[src/rtl/core/particle_boundary_collision_core_macros.svh]
// Assertion macros for the particle boundary collision core.
`ifndef PARTICLE_BOUNDARY_COLLISION_CORE_MACROS_SVH
`define PARTICLE_BOUNDARY_COLLISION_CORE_MACROS_SVH
`ifndef NO_ASSERTIONS
`define PBC_ASSERT_NOW(label, ante, cons) \
  label: assert property (@(posedge clk) disable iff (rst) (ante) |-> (cons)) \
    else $error("pbc assertion failed");
`define PBC_ASSERT_NEXT(label, ante, cons) \
  label: assert property (@(posedge clk) disable iff (rst) (ante) |=> (cons)) \
    else $error("pbc assertion failed");
`else
`define PBC_ASSERT_NOW(label, ante, cons)
`define PBC_ASSERT_NEXT(label, ante, cons)
`endif
`endif

[src/rtl/core/pbc_pkg.sv]
// Shared types, constants and helpers of the particle boundary collision core.
`default_nettype none
package pbc_pkg;
  localparam int MAX_OBSTACLES = 8;
  localparam int CFG_W = 29;

  localparam logic [1:0] KIND_EMPTY = 2'd0;
  localparam logic [1:0] KIND_EXT   = 2'd1;
  localparam logic [1:0] KIND_INT   = 2'd2;

  localparam logic [1:0] REG_RADIUS = 2'd0;
  localparam logic [1:0] REG_BOUNCE = 2'd1;
  localparam logic [1:0] REG_WIDTH  = 2'd2;
  localparam logic [1:0] REG_HEIGHT = 2'd3;

  typedef struct packed {
    logic signed [31:0] px;
    logic signed [31:0] py;
    logic signed [31:0] vx;
    logic signed [31:0] vy;
  } particle_t;

  typedef struct packed {
    logic [1:0]         kind;
    logic signed [31:0] cx;
    logic signed [31:0] cy;
    logic signed [31:0] rad;
  } obst_t;

  typedef struct packed {
    logic [24:0] radius;
    logic [16:0] bounce;
    logic [28:0] width;
    logic [28:0] height;
  } cfg_t;

  function automatic logic signed [31:0] sat32(input logic signed [63:0] v);
    if (v > 64'sd2147483647) return 32'sh7fffffff;
    if (v < -64'sd2147483648) return 32'sh80000000;
    return v[31:0];
  endfunction
endpackage
`default_nettype wire

[src/rtl/core/pbc_wall.sv]
// Wall clamp and bounce stage: the clamp and the bounce product are registered, then the output word.
`default_nettype none
module pbc_wall (
  input  wire                 clk,
  input  wire                 rst,
  input  wire                 in_valid,
  input  pbc_pkg::particle_t  in_data,
  input  pbc_pkg::cfg_t       cfg,
  output logic                out_valid,
  output pbc_pkg::particle_t  out_data
);
  import pbc_pkg::*;

  logic               s1_valid;
  particle_t          s1;
  logic               hitx, hity;
  logic signed [49:0] prodx, prody;
  logic signed [63:0] r64, px64, py64, wx64, hy64;
  logic signed [31:0] px_next, py_next;
  logic               hitx_next, hity_next;

  always_comb begin
    r64  = 64'($signed({1'b0, cfg.radius}));
    px64 = 64'(in_data.px);
    py64 = 64'(in_data.py);
    wx64 = 64'($signed({1'b0, cfg.width}));
    hy64 = 64'($signed({1'b0, cfg.height}));
    hitx_next = 1'b1;
    hity_next = 1'b1;
    if (px64 < r64) px_next = r64[31:0];
    else if (px64 + r64 > wx64) px_next = sat32(wx64 - r64);
    else begin
      px_next = in_data.px;
      hitx_next = 1'b0;
    end
    if (py64 < r64) py_next = r64[31:0];
    else if (py64 + r64 > hy64) py_next = sat32(hy64 - r64);
    else begin
      py_next = in_data.py;
      hity_next = 1'b0;
    end
  end

  always_ff @(posedge clk) begin
    if (rst) begin
      s1_valid  <= 1'b0;
      out_valid <= 1'b0;
    end else begin
      s1_valid  <= in_valid;
      out_valid <= s1_valid;
    end
    s1.px <= px_next;
    s1.py <= py_next;
    s1.vx <= in_data.vx;
    s1.vy <= in_data.vy;
    hitx  <= hitx_next;
    hity  <= hity_next;
    prodx <= in_data.vx * $signed({1'b0, cfg.bounce});
    prody <= in_data.vy * $signed({1'b0, cfg.bounce});
    out_data.px <= s1.px;
    out_data.py <= s1.py;
    out_data.vx <= hitx ? sat32((-64'(prodx)) >>> 16) : s1.vx;
    out_data.vy <= hity ? sat32((-64'(prody)) >>> 16) : s1.vy;
  end
endmodule
`default_nettype wire

[config.mk]
export PLATFORM = sky130hd
export DESIGN_NAME = pbc_wall
export DESIGN_NICKNAME = d
export VERILOG_FILES = /design/src/rtl/core/particle_boundary_collision_core_macros.svh /design/src/rtl/core/pbc_pkg.sv /design/src/rtl/core/pbc_wall.sv
export SDC_FILE = /design/constraint.sdc
export NUM_CORES = 2
export LEC_CHECK = 0
export BUFFER_PORTS_ARGS = -buffer_cell sky130_fd_sc_hd__buf_2
export CAP_MARGIN = 30
export CORE_AREA = 2 2 308 310
export CTS_CLUSTER_DIAMETER = 150
export DETAILED_ROUTE_END_ITERATION = 12
export DIE_AREA = 0 0 310 312
export GPL_ROUTABILITY_DRIVEN = 0
export PLACE_DENSITY_LB_ADDON = 0.1
export SLEW_MARGIN = 20
export SYNTH_ARGS = -nofsm -noshare
export SYNTH_HDL_FRONTEND = slang
export SYNTH_SLANG_ARGS = --single-unit
[constraint.sdc]
create_clock -name clk -period 11.71 [get_ports clk]
set_input_delay 0 -clock clk [delete_from_list [all_inputs] [get_ports clk]]
set_output_delay 0 -clock clk [all_outputs]
set_load 0.05 [all_outputs]
# == After elaboration in Yosys (flattened, before gate mapping) ==
# Index checks and enable logic that the tools add are counted.
# op_classes
n_mux,44
mul,2
add_sub_neg,6
order_cmp,12
# ops
op,n
$mux W32,20
$neg A50 Y64,2
$mul A32 B18 Y50,2
$gt A48 B32 Y1 const B,2
$lt A48 B32 Y1 const B,2
$add A32 B26 Y33,2
$gt A33 B30 Y1,2
$gt A30 B32 Y1 const B,2
$lt A30 B32 Y1 const B,2
$lt A32 B26 Y1,2
$sub A29 B25 Y30,2
$mux W25,2
$mux W1,22
# totals
out_inout_bits,129
reg_bits,360
in_bits,231
elab_cells,80

# == Depth between registers and ports, before layout ==
# logic_depth
depth_word,12
ltp_mapped,26
depth_no_buf,24

# == Least setup slack after synthesis ==
# Ideal clock, no wire load.
# synth_path
path_kind,input to register
startpoint,input cfg[66] (netlist name)
endpoint,register prodx[47]
path_buffers,2
setup_slack_ns,5.352
required_ns,11.590
arrival_ns,6.238
path_stages,23
setup_time_ns,0.120
path_cell_list,clkbuf_1 > clkbuf_1 > and2_1 > fa_1 > inv_1 > fa_1 > fa_1 > inv_1 > fa_1 > fa_1 > inv_1 > fa_1 > inv_1 > ha_1 > a21oi_1 > o21ai_0 > or3_1 > o211ai_1 > a21oi_1 > o41ai_1 > o21ai_0 > o41a_1 > xor2_1
# synth_between
elab_chain_len,1
# synth_lines
item,line,rtl
from (decl),pbc_wall.sv:8,"input pbc_pkg::cfg_t cfg,"
$mul A32 B18 Y50,pbc_wall.sv:58,"prodx <= in_data.vx * $signed({1'b0, cfg.bounce});"
to (signal assigned),pbc_wall.sv:58,
to (decl),pbc_wall.sv:17,"logic signed [49:0] prodx, prody;"
# No other way between the ends.
# A chain may end at the register's enable or synchronous reset.

# == Worst setup path after layout ==
# layout_path
startpoint,input cfg[69] (netlist name)
endpoint,register prodx[47]
# The elaborated chain is that of the path after synthesis.

==> summary.txt <==
Timing
  – Slew @ Worst Pin: between 0.9 and 1 ns
  – Final period util: roughly three fifths
  – Setup violators final: 0
  – Relative slew slack: around a third
  – Max frequency: 0.144 GHz
  – Setup tns final: 0 ns
  – Crit path time final: 6.92 ns
  – Clk_skew: 0.0325 ns
  – Slew Limit Fails: 0
  – RSZ-0062 raised after global routing: no
  – Final hold viol count: 0

Yosys
  – Synth Area in Adders: 46.0%
  – Syn Std Cell Area: 0.0576 mm²
  – Mux cell area share after synthesis: 0.180%
  – Avg Inst Size Synth: 8.75 µm²
  – Mapped Nets: 8302
  – #FFs+latches synth: 360
  – Syn Inst Count: between 6k and 7k
  – Post-synthesis xor/xnor area fraction: 3.51%
  – Main combinational cell family by area after synthesis: adder cells
  – Post-synth top area share: 36.4%
  – Synth Flop Type: dfxtp_1
  – Simple-gate share of the synthesized area: 17.7%
  – Synth top area cells: fa_1, dfxtp_1, ha_1, inv_1, and2_1
  – Cell accounting for the most synthesized area: fa_1
  – Asr flop ratio synth: 0%
  – Count leader, synth: inv_1
  – Share of the yosys chip area belonging to registers: roughly 13%
  – Synth cell count leaders: inv_1, fa_1, nand2_1, and2_1, ha_1
  – YS warnings: 0
  – Number of synthesized flops with an enable pin: 0
  – Synth Area in Compound Gates: 8.94%
  – Library cells used by synthesis: 85

CTS
  – CTS Sinks: 360
  – CTS H-tree lvls: 2
  – Cts bufs inserted: 41
  – Hold-fix buffers, CTS: between 150 and 200
  – CTS max path bufs: 3
  – CTS root buf: clkbuf_16
  – Post-cts resize count: 0
  – Clock slew at the register clock pins of the worst setup and hold paths: 0.07 ns
  – Post-CTS Setup Bufs: 0
  – Worst-Skew Late Latency: 0.60 ns
  – CTS tree: yes

Detailed routing
  – TritonRoute pass-1 iters: 6
  – Vias/cell: 5.63
  – Post-DRT Antenna Nets: 0
  – DRC Markers: 0
  – Drt wl/cell: a little under 20 µm
  – Initial DRC count: 3184
  – Final WL: 160000 µm
  – Vias post-DR: 46.2k

Outcome
  – Status: finished, final reports clean

Final layout
  – Register area: roughly 0.0072 mm²
  – Fill count: 7689
  – Core Util, Final: 68.1%
  – Multi-input logic area: about 0.044 mm²
  – Share of post-route cells with drive strength above 1: 7.20%
  – Final nets: ~8.6k
  – P&R area growth vs syn: 9.96%

Worst setup path
  – FF-to-FF Start: prody[33]
  – Worst R2R Path Depth: 9
  – Required time of the critical path: 12.18 ns
  – Critical path launch point type: primary input
  – CP arrival: about 7.4 ns
  – Largest fanout on the critical path: 36
  – FF-to-FF End: out_data[28]
  – CP Capture Type: flop
  – Critical path type: in2reg
  – R2R Setup Slk: about 7.3 ns

Floorplan
  – Die W: 310 µm
  – Area of the die: 0.0967 mm²
  – Initial Util: about three fifths
  – Die Y: 312 µm
  – Core footprint: 0.0930 mm²
  – Top-level port count: 360
  – Cell Rows: 112

Hold path
  – Critical hold path startpoint: cfg[48]
  – Hold Path Depth: 5
  – Worst hold endpoint: s1[115]
  – HP Class: in2reg

GRT
  – Vias in the first global route: 48.9k
  – Total GRT Usage: 34.0%
  – Largest net degree at the start of global routing: 65
  – Total gr overflow: 0
  – Initial antenna violation count: 12
  – First-pass GRT wire length: 258000 µm

Placement
  – DP HPWL: approximately 120000 µm
  – Port buffer count: 359

Flow run
  – Max-Cap Viols: 0
## logic make-up (layout without fill, tap and decap cells)
logic type | after synthesis | in the layout
compound gates | 793 | 793
simple gates | 1987 | 1987
xor+xnor | 231 | 231
buf+inv | 1710 | 2070
other cells | 0 | 10
fa+ha+maj | 1490 | 1490
flops | 360 | 360
mux | 10 | 10
## layer usage
layer / GRT usage, % / share of wire, %
met5: 0 / 0.018
met4: 17.7 / 5.8
met3: 4.25 / 6.6
met2: 58.5 / 50
met1: 42.0 / 38
## flip-flops by register name, summed over array words and instances (netlist names)
signal,flops
hity,1
s1,128
hitx,1
out_data,128
out_valid,1
prody,50
prodx,50
s1_valid,1
## layout by cell type (no fill, tap or decap), types with 14 or more instances in the layout
cell              n
a211oi_1         27
a21o_1           73
a21oi_1         269
a31oi_1          14
and2_1          653
and3_1           18
buf_2           358
buf_4            30
clkbuf_16        42
dfxtp_1         360
dlygate4sd3_1   168
fa_1           1046
ha_1            444
inv_1          1438
nand2_1         661
nand2b_1         34
nand3_1          64
nand3b_1         17
nand4_1          67
nor2_1          246
nor2b_1          43
nor3_1           64
nor4_1           29
o211ai_1         33
o21a_1           28
o21ai_0         131
o21bai_1         30
o221ai_1         36
o311ai_0         26
o31ai_1          22
or2_2            15
or3_1            25
xnor2_1         166
xor2_1           65
## critical path, stage by stage
cell and delay (ns):
buf_2 0.60, buf_4 0.57, nand2_1 0.18, fa_1 0.57
inv_1 0.05, fa_1 0.45, ha_1 0.34, fa_1 0.51
fa_1 0.54, inv_1 0.05, fa_1 0.52, inv_1 0.04
ha_1 0.35, a21oi_1 0.15, o21ai_0 0.22, or3_1 0.45
o211ai_1 0.28, a21oi_1 0.19, o41ai_1 0.34, buf_4 0.20
o21ai_0 0.13, o41a_1 0.41, xor2_1 0.15
## how the worst max path moves through the flow
stage / startpoint / end / slack (ns) / depth (start not counted)
after floorplan: cfg[66] / prodx[47] / 5.35 / 23
after global placement: cfg[69] / prodx[47] / 4.45 / 23
after detailed placement: cfg[69] / prodx[44] / 4.31 / 22
after CTS: cfg[69] / prodx[47] / 4.93 / 23
after global routing: cfg[69] / prodx[44] / 4.46 / 22
final: cfg[69] / prodx[47] / 4.79 / 23
## area by class of cell
class | instances | area share (%)
Inverter | 1438 | 8.52
Sequential cell | 360 | 11.4
Clock inverter | 14 | 0.255
Antenna cell | 10 | 0.0395
Tap cell | 1254 | 2.48
Clock buffer | 55 | 1.88
Multi-Input combinational cell | 4511 | 69.4
Timing Repair Buffer | 563 | 6.01
## stage by stage
stage	cell area, µm²	hold slack, ns	setup slack, ns	instances
after floorplan	57600	0.0277	5.35	6581
after global placement	60200	0.177	4.45	7951
after detailed placement	60200	0.184	4.31	7954
after CTS	63300	0.00000366	4.93	8191
after global routing	63300	0.0308	4.46	8202
final	63300	0.0339	4.79	8205
Power is left out: the tool's default activity adds up to more than one toggle a clock period on the data nets, which glitch-free logic cannot reach.
